[config.mk]
export PLATFORM = sky130hd
export DESIGN_NAME = splitmix_weighted_pick
export DESIGN_NICKNAME = d
export VERILOG_FILES = /design/src/rtl/swp_pkg.sv /design/src/rtl/swp_ctrl.sv /design/src/rtl/swp_dp.sv /design/src/rtl/splitmix_weighted_pick.sv
export SDC_FILE = /design/constraint.sdc
export NUM_CORES = 2
export LEC_CHECK = 0
export BUFFER_PORTS_ARGS = -buffer_cell sky130_fd_sc_hd__buf_2
export CORE_ASPECT_RATIO = 0.6
export CORE_MARGIN = 8
export CORE_UTILIZATION = 43
export DETAILED_ROUTE_END_ITERATION = 8
export PLACE_DENSITY_LB_ADDON = 0.15
export RECOVER_POWER = 100
export SYNTH_ARGS = -nofsm -noshare
export SYNTH_HDL_FRONTEND = slang
export SYNTH_HIERARCHICAL = 1
export SYNTH_SLANG_ARGS = --single-unit
[constraint.sdc]
create_clock -name clk -period 18.74 [get_ports clk]
set_clock_uncertainty 0.1 [all_clocks]
set_input_delay 2.811 -clock clk [delete_from_list [all_inputs] [get_ports clk]]
set_output_delay 2.811 -clock clk [all_outputs]
set_load 0.02 [all_outputs]
[src/rtl/swp_pkg.sv]
// Package for the weighted index picker: transaction types, command codes,
// generator constants and the controller/datapath interface structs.
// No dependencies; every other file imports it.
package swp_pkg;

	localparam int SLOTS_DEF       = 16;
	localparam int WEIGHT_BITS_DEF = 16;
	localparam int ADDR_W          = 3;
	localparam int ACTIVE_W        = 5;

	localparam logic [63:0] GOLDEN_STEP = 64'h9E37_79B9_7F4A_7C15;
	localparam logic [63:0] MIX_MUL_A   = 64'hBF58_476D_1CE4_E5B9;
	localparam logic [63:0] MIX_MUL_B   = 64'h94D0_49BB_1331_11EB;
	localparam int          SHIFT_MIX1  = 30;
	localparam int          SHIFT_MIX2  = 27;
	localparam int          SHIFT_MIX3  = 31;
	localparam int          SHIFT_TOP   = 40;
	localparam int          FRAC_BITS   = 24;

	typedef enum logic [1:0] {
		KIND_WRITE = 2'd0,
		KIND_DRAW  = 2'd1,
		KIND_SEED  = 2'd2,
		KIND_NONE  = 2'd3
	} kind_t;

	typedef struct packed {
		kind_t       kind;
		logic [3:0]  slot;
		logic [15:0] weight;
		logic [63:0] seed_value;
	} in_item_t;

	typedef struct packed {
		logic [3:0] picked_index;
		logic       empty_table;
	} out_item_t;

	typedef enum logic [3:0] {
		DP_NOP,
		DP_WRITE,
		DP_SEED,
		DP_INIT,
		DP_SUM,
		DP_ADVANCE,
		DP_LOAD_MIX1,
		DP_LOAD_MIX2,
		DP_LOAD_U,
		DP_MUL,
		DP_SCAN,
		DP_EMIT_EMPTY,
		DP_EMIT_PICK
	} dp_op_t;

	typedef enum logic [1:0] {
		MB_MIX_A,
		MB_MIX_B,
		MB_TOTAL
	} mul_b_t;

	localparam logic [1:0] MSTEP_LO      = 2'd0;
	localparam logic [1:0] MSTEP_CROSS_A = 2'd1;
	localparam logic [1:0] MSTEP_CROSS_B = 2'd2;

	typedef struct packed {
		dp_op_t     op;
		mul_b_t     mb;
		logic [1:0] mstep;
	} dp_cmd_t;

	typedef struct packed {
		logic n_zero;
		logic at_last;
		logic total_zero;
		logic scan_stop;
	} dp_status_t;

	typedef enum logic [3:0] {
		ST_IDLE,
		ST_SUM,
		ST_TEST,
		ST_EMPTY,
		ST_ADV,
		ST_MIX1,
		ST_MUL_A,
		ST_MIX2,
		ST_MUL_B,
		ST_MIX3,
		ST_MUL_T,
		ST_SCAN_INIT,
		ST_SCAN
	} state_t;

endpackage

[src/rtl/swp_ctrl.sv]
// Controller state machine of the weighted index picker.
// Depends on swp_pkg; drives the datapath in swp_dp through dp_cmd_t.
module swp_ctrl import swp_pkg::*; (
	input  logic       clk,
	input  logic       arst_n,
	input  logic       start,
	input  kind_t      kind,
	input  dp_status_t status,
	output dp_cmd_t    cmd,
	output logic       busy
);

	state_t     state_q, state_d;
	logic [1:0] mstep_q;
	logic       in_mul;
	logic       mul_done;

	assign in_mul   = (state_q == ST_MUL_A) || (state_q == ST_MUL_B) || (state_q == ST_MUL_T);
	assign mul_done = (mstep_q == MSTEP_CROSS_B);
	assign busy     = (state_q != ST_IDLE);

	always_ff @(posedge clk or negedge arst_n) begin
		if (!arst_n) begin
			state_q <= ST_IDLE;
			mstep_q <= MSTEP_LO;
		end else begin
			state_q <= state_d;
			if (in_mul && !mul_done) begin
				mstep_q <= mstep_q + 2'd1;
			end else begin
				mstep_q <= MSTEP_LO;
			end
		end
	end

	always_comb begin
		state_d = state_q;
		unique case (state_q)
			ST_IDLE: begin
				if (start && kind == KIND_DRAW) state_d = ST_SUM;
			end
			ST_SUM: begin
				if (status.n_zero) state_d = ST_EMPTY;
				else if (status.at_last) state_d = ST_TEST;
			end
			ST_TEST: begin
				state_d = status.total_zero ? ST_EMPTY : ST_ADV;
			end
			ST_EMPTY:     state_d = ST_IDLE;
			ST_ADV:       state_d = ST_MIX1;
			ST_MIX1:      state_d = ST_MUL_A;
			ST_MUL_A: begin
				if (mul_done) state_d = ST_MIX2;
			end
			ST_MIX2:      state_d = ST_MUL_B;
			ST_MUL_B: begin
				if (mul_done) state_d = ST_MIX3;
			end
			ST_MIX3:      state_d = ST_MUL_T;
			ST_MUL_T: begin
				if (mul_done) state_d = ST_SCAN_INIT;
			end
			ST_SCAN_INIT: state_d = ST_SCAN;
			ST_SCAN: begin
				if (status.scan_stop) state_d = ST_IDLE;
			end
			default:      state_d = ST_IDLE;
		endcase
	end

	always_comb begin
		cmd.op    = DP_NOP;
		cmd.mb    = MB_MIX_A;
		cmd.mstep = mstep_q;
		unique case (state_q)
			ST_IDLE: begin
				if (start) begin
					unique case (kind)
						KIND_WRITE: cmd.op = DP_WRITE;
						KIND_DRAW:  cmd.op = DP_INIT;
						KIND_SEED:  cmd.op = DP_SEED;
						default:    cmd.op = DP_NOP;
					endcase
				end
			end
			ST_SUM:       cmd.op = status.n_zero ? DP_NOP : DP_SUM;
			ST_TEST:      cmd.op = DP_NOP;
			ST_EMPTY:     cmd.op = DP_EMIT_EMPTY;
			ST_ADV:       cmd.op = DP_ADVANCE;
			ST_MIX1:      cmd.op = DP_LOAD_MIX1;
			ST_MUL_A: begin
				cmd.op = DP_MUL;
				cmd.mb = MB_MIX_A;
			end
			ST_MIX2:      cmd.op = DP_LOAD_MIX2;
			ST_MUL_B: begin
				cmd.op = DP_MUL;
				cmd.mb = MB_MIX_B;
			end
			ST_MIX3:      cmd.op = DP_LOAD_U;
			ST_MUL_T: begin
				cmd.op = DP_MUL;
				cmd.mb = MB_TOTAL;
			end
			ST_SCAN_INIT: cmd.op = DP_INIT;
			ST_SCAN:      cmd.op = status.scan_stop ? DP_EMIT_PICK : DP_SCAN;
			default:      cmd.op = DP_NOP;
		endcase
	end

endmodule

[src/rtl/swp_dp.sv]
// Datapath of the weighted index picker: weight table, generator state,
// shared 32x32 multiplier, sum and scan registers, result register.
// Depends on swp_pkg; commanded by swp_ctrl.
module swp_dp import swp_pkg::*; #(
	parameter int SLOTS       = SLOTS_DEF,
	parameter int WEIGHT_BITS = WEIGHT_BITS_DEF
) (
	input  logic                clk,
	input  logic                arst_n,
	input  in_item_t            item,
	input  logic [ACTIVE_W-1:0] active,
	input  dp_cmd_t             cmd,
	output dp_status_t          status,
	output logic                done,
	output out_item_t           result
);

	localparam int IW = $clog2(SLOTS);
	localparam int NW = $clog2(SLOTS + 1);
	localparam int TW = WEIGHT_BITS + $clog2(SLOTS);

	logic [WEIGHT_BITS-1:0] mem [SLOTS];
	logic [SLOTS-1:0]       valid_q;
	logic [WEIGHT_BITS-1:0] rdata_q;

	logic [63:0]   rng_q;
	logic [63:0]   mul_a_q;
	logic [63:0]   prod_q;
	logic [TW-1:0] total_q;
	logic [TW-1:0] sum_q;
	logic [IW-1:0] idx_q;
	logic          done_q;
	out_item_t     result_q;

	logic [IW-1:0] idx_d;
	logic [NW-1:0] n;
	logic [IW-1:0] n_last;
	logic          wr_ok;
	logic [IW-1:0] wr_addr;
	logic          rd_ok;
	logic [TW-1:0] acc_in;
	logic [TW-1:0] sum_nxt;
	logic [63:0]   mul_b;
	logic [31:0]   mul_x;
	logic [31:0]   mul_y;
	logic [63:0]   mul_p;

	assign n       = (32'(active) > SLOTS) ? NW'(SLOTS) : NW'(active);
	assign n_last  = IW'(n - NW'(1));
	assign wr_ok   = (32'(item.slot) < SLOTS);
	assign wr_addr = IW'(item.slot);
	assign acc_in  = TW'(rdata_q);
	assign sum_nxt = sum_q + acc_in;

	always_comb begin
		idx_d = idx_q;
		case (cmd.op) inside
			DP_INIT:         idx_d = '0;
			DP_SUM, DP_SCAN: idx_d = idx_q + IW'(1);
			default:         idx_d = idx_q;
		endcase
	end

	assign rd_ok = (32'(idx_d) < SLOTS);

	always_ff @(posedge clk) begin
		if (cmd.op == DP_WRITE && wr_ok) begin
			mem[wr_addr] <= WEIGHT_BITS'(item.weight);
		end
		rdata_q <= (rd_ok && valid_q[idx_d]) ? mem[idx_d] : '0;
	end

	always_ff @(posedge clk or negedge arst_n) begin
		if (!arst_n) begin
			valid_q <= '0;
		end else if (cmd.op == DP_WRITE && wr_ok) begin
			valid_q[wr_addr] <= 1'b1;
		end
	end

	always_comb begin
		case (cmd.mb)
			MB_MIX_A: mul_b = MIX_MUL_A;
			MB_MIX_B: mul_b = MIX_MUL_B;
			default:  mul_b = 64'(total_q);
		endcase
		case (cmd.mstep)
			MSTEP_LO: begin
				mul_x = mul_a_q[31:0];
				mul_y = mul_b[31:0];
			end
			MSTEP_CROSS_A: begin
				mul_x = mul_a_q[31:0];
				mul_y = mul_b[63:32];
			end
			default: begin
				mul_x = mul_a_q[63:32];
				mul_y = mul_b[31:0];
			end
		endcase
	end

	assign mul_p = {32'd0, mul_x} * {32'd0, mul_y};

	always_ff @(posedge clk or negedge arst_n) begin
		if (!arst_n) begin
			rng_q <= '0;
		end else begin
			case (cmd.op)
				DP_SEED:    rng_q <= item.seed_value;
				DP_ADVANCE: rng_q <= rng_q + GOLDEN_STEP;
				default:    rng_q <= rng_q;
			endcase
		end
	end

	always_ff @(posedge clk) begin
		idx_q <= idx_d;
		case (cmd.op)
			DP_INIT: begin
				total_q <= '0;
				sum_q   <= '0;
			end
			DP_SUM:       total_q <= total_q + acc_in;
			DP_SCAN:      sum_q <= sum_nxt;
			DP_LOAD_MIX1: mul_a_q <= rng_q ^ (rng_q >> SHIFT_MIX1);
			DP_LOAD_MIX2: mul_a_q <= prod_q ^ (prod_q >> SHIFT_MIX2);
			DP_LOAD_U:    mul_a_q <= (prod_q ^ (prod_q >> SHIFT_MIX3)) >> SHIFT_TOP;
			DP_MUL: begin
				if (cmd.mstep == MSTEP_LO) begin
					prod_q <= mul_p;
				end else begin
					prod_q[63:32] <= prod_q[63:32] + mul_p[31:0];
				end
			end
			default: begin
			end
		endcase
	end

	always_ff @(posedge clk or negedge arst_n) begin
		if (!arst_n) begin
			done_q <= 1'b0;
		end else begin
			done_q <= (cmd.op == DP_EMIT_EMPTY) || (cmd.op == DP_EMIT_PICK);
		end
	end

	always_ff @(posedge clk) begin
		if (cmd.op == DP_EMIT_EMPTY) begin
			result_q.picked_index <= 4'd0;
			result_q.empty_table  <= 1'b1;
		end else if (cmd.op == DP_EMIT_PICK) begin
			result_q.picked_index <= 4'(idx_q);
			result_q.empty_table  <= 1'b0;
		end
	end

	assign status.n_zero     = (n == '0);
	assign status.at_last    = (idx_q == n_last);
	assign status.total_zero = (total_q == '0);
	assign status.scan_stop  = (prod_q <= (64'(sum_nxt) << FRAC_BITS)) || (idx_q == n_last);

	assign done   = done_q;
	assign result = result_q;

endmodule

[src/rtl/splitmix_weighted_pick.sv]
// Top level of the weighted index picker: APB register, controller and datapath.
// Depends on swp_pkg, swp_ctrl and swp_dp.
//
// Channel   Signals                              Transfer
// item      start, busy, item (in_item_t)        start high while busy low
// result    done, result (out_item_t)            done high for one cycle
// config    psel, penable, pwrite, paddr, pwdata  psel & penable & pwrite
//
// Write, seed and unused-kind transactions finish in the accept cycle; busy stays low.
// A draw with n active slots sums their weights by sequential table reads and reports
// an empty table when n or the sum is zero; otherwise it advances the generator, mixes
// it on the three-pass 32x32 multiplier and scans the table to the slot it picks.
// Reset clears the generator state, the weight table valid bits and the register.
// The receiver cannot stall: done marks each result for one cycle only.
module splitmix_weighted_pick import swp_pkg::*; #(
	parameter int SLOTS       = SLOTS_DEF,
	parameter int WEIGHT_BITS = WEIGHT_BITS_DEF
) (
	input  logic              clk,
	input  logic              arst_n,
	input  logic              start,
	output logic              busy,
	input  in_item_t          item,
	output logic              done,
	output out_item_t         result,
	input  logic              psel,
	input  logic              penable,
	input  logic              pwrite,
	input  logic [ADDR_W-1:0] paddr,
	input  logic [31:0]       pwdata,
	output logic [31:0]       prdata,
	output logic              pready
);

	localparam logic REG_ACTIVE_ENTRIES = 1'b0;

	logic [ACTIVE_W-1:0] active_q;
	logic                reg_sel;
	dp_cmd_t             cmd;
	dp_status_t          status;

	assign pready  = 1'b1;
	assign reg_sel = (paddr[2] == REG_ACTIVE_ENTRIES);
	assign prdata  = reg_sel ? 32'(active_q) : 32'd0;

	always_ff @(posedge clk or negedge arst_n) begin
		if (!arst_n) begin
			active_q <= '0;
		end else if (psel && penable && pwrite && pready && reg_sel) begin
			active_q <= pwdata[ACTIVE_W-1:0];
		end
	end

	swp_ctrl u_ctrl (
		.clk    (clk),
		.arst_n (arst_n),
		.start  (start),
		.kind   (item.kind),
		.status (status),
		.cmd    (cmd),
		.busy   (busy)
	);

	swp_dp #(
		.SLOTS       (SLOTS),
		.WEIGHT_BITS (WEIGHT_BITS)
	) u_dp (
		.clk    (clk),
		.arst_n (arst_n),
		.item   (item),
		.active (active_q),
		.cmd    (cmd),
		.status (status),
		.done   (done),
		.result (result)
	);

endmodule
==> impl_metrics.yaml <==
worst_hold_path:
  worstHoldEndpoint: "u_dp/result[0]$_SDFFE_PP1P_"
  min_from: "u_dp/result[0]$_SDFFE_PP1P_"
  worst_hold_path_type: "reg2reg"
  hold_depth: 2
synthesis:
  synth_area_leaders: "fa_1, edfxtp_1, ha_1, inv_1, nand2_1"
  ys_types: 103
  synth_area_mm2: 0.06022
  yosys-top-cells-count: "inv_1, fa_1, nand2_1"
  synthFlopType: "edfxtp_1"
  synthArstFlopShare_pct: 17.01
  yosysSeqAreaShare_pct: 25.80
  netlist.top_cell.by_area: "fa_1"
  synth_seq_cells: 541
  synth-edff-count: 424
  ys_warn_count: 6
  synth.most_common_cell: "inv_1"
  syn_inst: 6325
  synth.avg_cell_area_um2: 9.520
  synth_top_area_share_pct: 28.86
grt:
  grt.overflow.total: 0
  grt_pass1_vias: 45160
  antenna_found_initial: 10
  grt_max_degree: 121
  track_usage_pct: 26.34
  grt_pass1_wl_um: 304400
cts:
  htreeDepth: 2
  clock-root-buffer: "clkbuf_16"
  clock_path_buffers: 3
  clk_latency_ps: 640
  postCtsHoldBufs: 0
  numCtsBuffers: 49
  postCtsResizedCells: 0
  cts.sinks: 541
  clk_pin_slew_ps: 70
  cts_tree: "yes"
  cts_setup_buffers: 0
critical_path:
  required_ps: 18990
  critPathBufInv: 7
  critical_path_class: "reg2reg"
  reg2regPathDepth: 36
  crit_arrival_ps: 15940
  slowest_delay_ps: 1660
  setup.worst_path.end_class: "flip-flop"
  start_kind: "flip-flop"
  r2r_start: "u_ctrl/mstep_q[1]$_DFF_PN0_"
  rrSetupSlack_ps: 3050
  crit_top_cell: "fa_1"
  reg2reg_to: "u_dp/prod_q[63]$_DFFE_PN_"
  path_max_fanout: 34
  cp_top_family: "adder cells"
  critical_path.slowest_cell: "clkbuf_1"
status:
  status: "finished with violations"
  violations: "capacitance limit, slew limit"
floorplanning:
  rows: 106
  start_util_pct: 43.28
  die_h_um: 305.9
  core_area_mm2: 0.1391
  die_area_mm2: 0.1527
  die_w_um: 499.1
  ioPinCount: 167
timing:
  fin_setup_tns_ps: 0
  finalSetupViolations: 0
  slew-limit-headroom_pct: -163.8
  max_freq_ghz: 0.06374
  rsz0062_at_grt: "false"
  tightest_slew_ps: 3957
  fin_crit_sh_pct: 83.72
  drv_slew: 1009
  finalHoldViolCount: 0
  min_period_ps: 15690
routing:
  avgViaCountPerCell: 5.755
  wl_per_cell_um: 25.13
  first_iter_violations: 5477
  drc_errors: 0
  ant_nets: 0
  drt-total-wl_um: 203900
  drtPass1Iterations: 9
  vias: 46700
finish:
  fillers: 13340
  diodes: 0
  fin_util_pct: 46.00
  area_growth_pct: 6.281
  drive_above_1_share_pct: 6.418
  nets: 7616
  final_cell_area_mm2: 0.06400
placed_design:
  hpwl_um: 157800
  port-buffer-count: 109
  gp_congestion: 0.9936
  dpl_cell_area_mm2: 0.06270
run:
  maxCapViolations: 29
[cells by family after synthesis]
logic type	synth area share, %
AND/OR/NAND/NOR	15.85
buffers and inverters	8.474
adder cells (fa/ha/maj)	36.80
AO/OA/AOI/OAI	9.068
flip-flops	25.80
XOR/XNOR	2.676
multiplexers	1.328
other	0.01247
[worst max path at each step]
stage / startpoint / end / slack [ps] / depth (start not counted)
after floorplan: u_ctrl/state_q[1]$_DFFE_PN0P_ / u_dp/prod_q[62]$_DFFE_PN_ / 9140 / 36
after global placement: u_ctrl/state_q[3]$_DFFE_PN0P_ / u_dp/prod_q[62]$_DFFE_PN_ / 5990 / 36
after detailed placement: u_ctrl/state_q[3]$_DFFE_PN0P_ / u_dp/prod_q[63]$_DFFE_PN_ / 5920 / 37
after CTS: u_ctrl/state_q[3]$_DFFE_PN0P_ / u_dp/prod_q[63]$_DFFE_PN_ / 5860 / 37
after global routing: u_ctrl/mstep_q[1]$_DFF_PN0_ / u_dp/prod_q[63]$_DFFE_PN_ / 2760 / 36
final: u_ctrl/mstep_q[1]$_DFF_PN0_ / u_dp/prod_q[63]$_DFFE_PN_ / 3050 / 36
[registers in the layout, indices dropped and copies added, names as in the netlist]
| signal | flops |
|---|---|
| u_dp/rng_q | 64 |
| u_dp/idx_q | 4 |
| u_dp/prod_q | 64 |
| u_dp/valid_q | 16 |
| u_dp/total_q | 20 |
| u_dp/rdata_q | 16 |
| active_q | 5 |
| u_dp/result | 5 |
| u_dp/sum_q | 20 |
| u_dp/mem | 256 |
| u_ctrl/mstep_q | 2 |
| u_ctrl/state_q | 4 |
| u_dp/mul_a_q | 64 |
| u_dp/done | 1 |
[area by class of cell]
type                       instances  area, um^2  area share, %
clock inverter                    29       269.0         0.4203
inverter                         931        3496          5.462
sequential                       541       15530          24.27
clock buffer                      62        1315          2.055
tap                             1836        2297          3.590
multi-input combinational       4501       39870          62.30
timing repair buffer             215        1215          1.898
[metrics by stage]
stage | setup slack, ps | cells | hold WS (ps)
detailed placement | 5916 | 8024 | 351.2
global placement | 5993 | 8024 | 349.7
floorplan | 9142 | 6351 | 339.4
global route | 2758 | 8115 | 382.6
finish | 3051 | 8115 | 364.7
CTS | 5855 | 8115 | 364.7
[layer usage]
metal	GRT usage (%)	part of all wire [%]	wire length, um	vias to the layer above
li1	-	-	-	20420
met1	43.88	48	98810	23840
met2	33.60	37	76000	2254
met3	7.993	13	26540	175
met4	3.037	1.2	2503	4
met5	0	0.018	36	-
[worst register-to-register path, delay by kind of cell (launching register included)]
family | cells | cell delay [ps]
buf+inv | 7 | 2740
xor+xnor | 2 | 750
flops | 1 | 1540
simple gates | 5 | 2380
compound gates | 11 | 2870
fa+ha+maj | 10 | 4920
mux | 1 | 130
[placed cells by master (no fill, tap or decap), drive strengths merged, types with 102 or more instances in the layout]
master / count
buf: 158
xnor2: 102
nor3: 157
clkbuf: 119
nor2: 619
ha: 382
nand2: 832
a21oi: 208
inv: 935
fa: 868
edfxtp: 424
o21ai: 189
nand3: 157
Power is left out: the tool's default activity adds up to more than one toggle a clock period on the data nets, which glitch-free logic cannot reach.
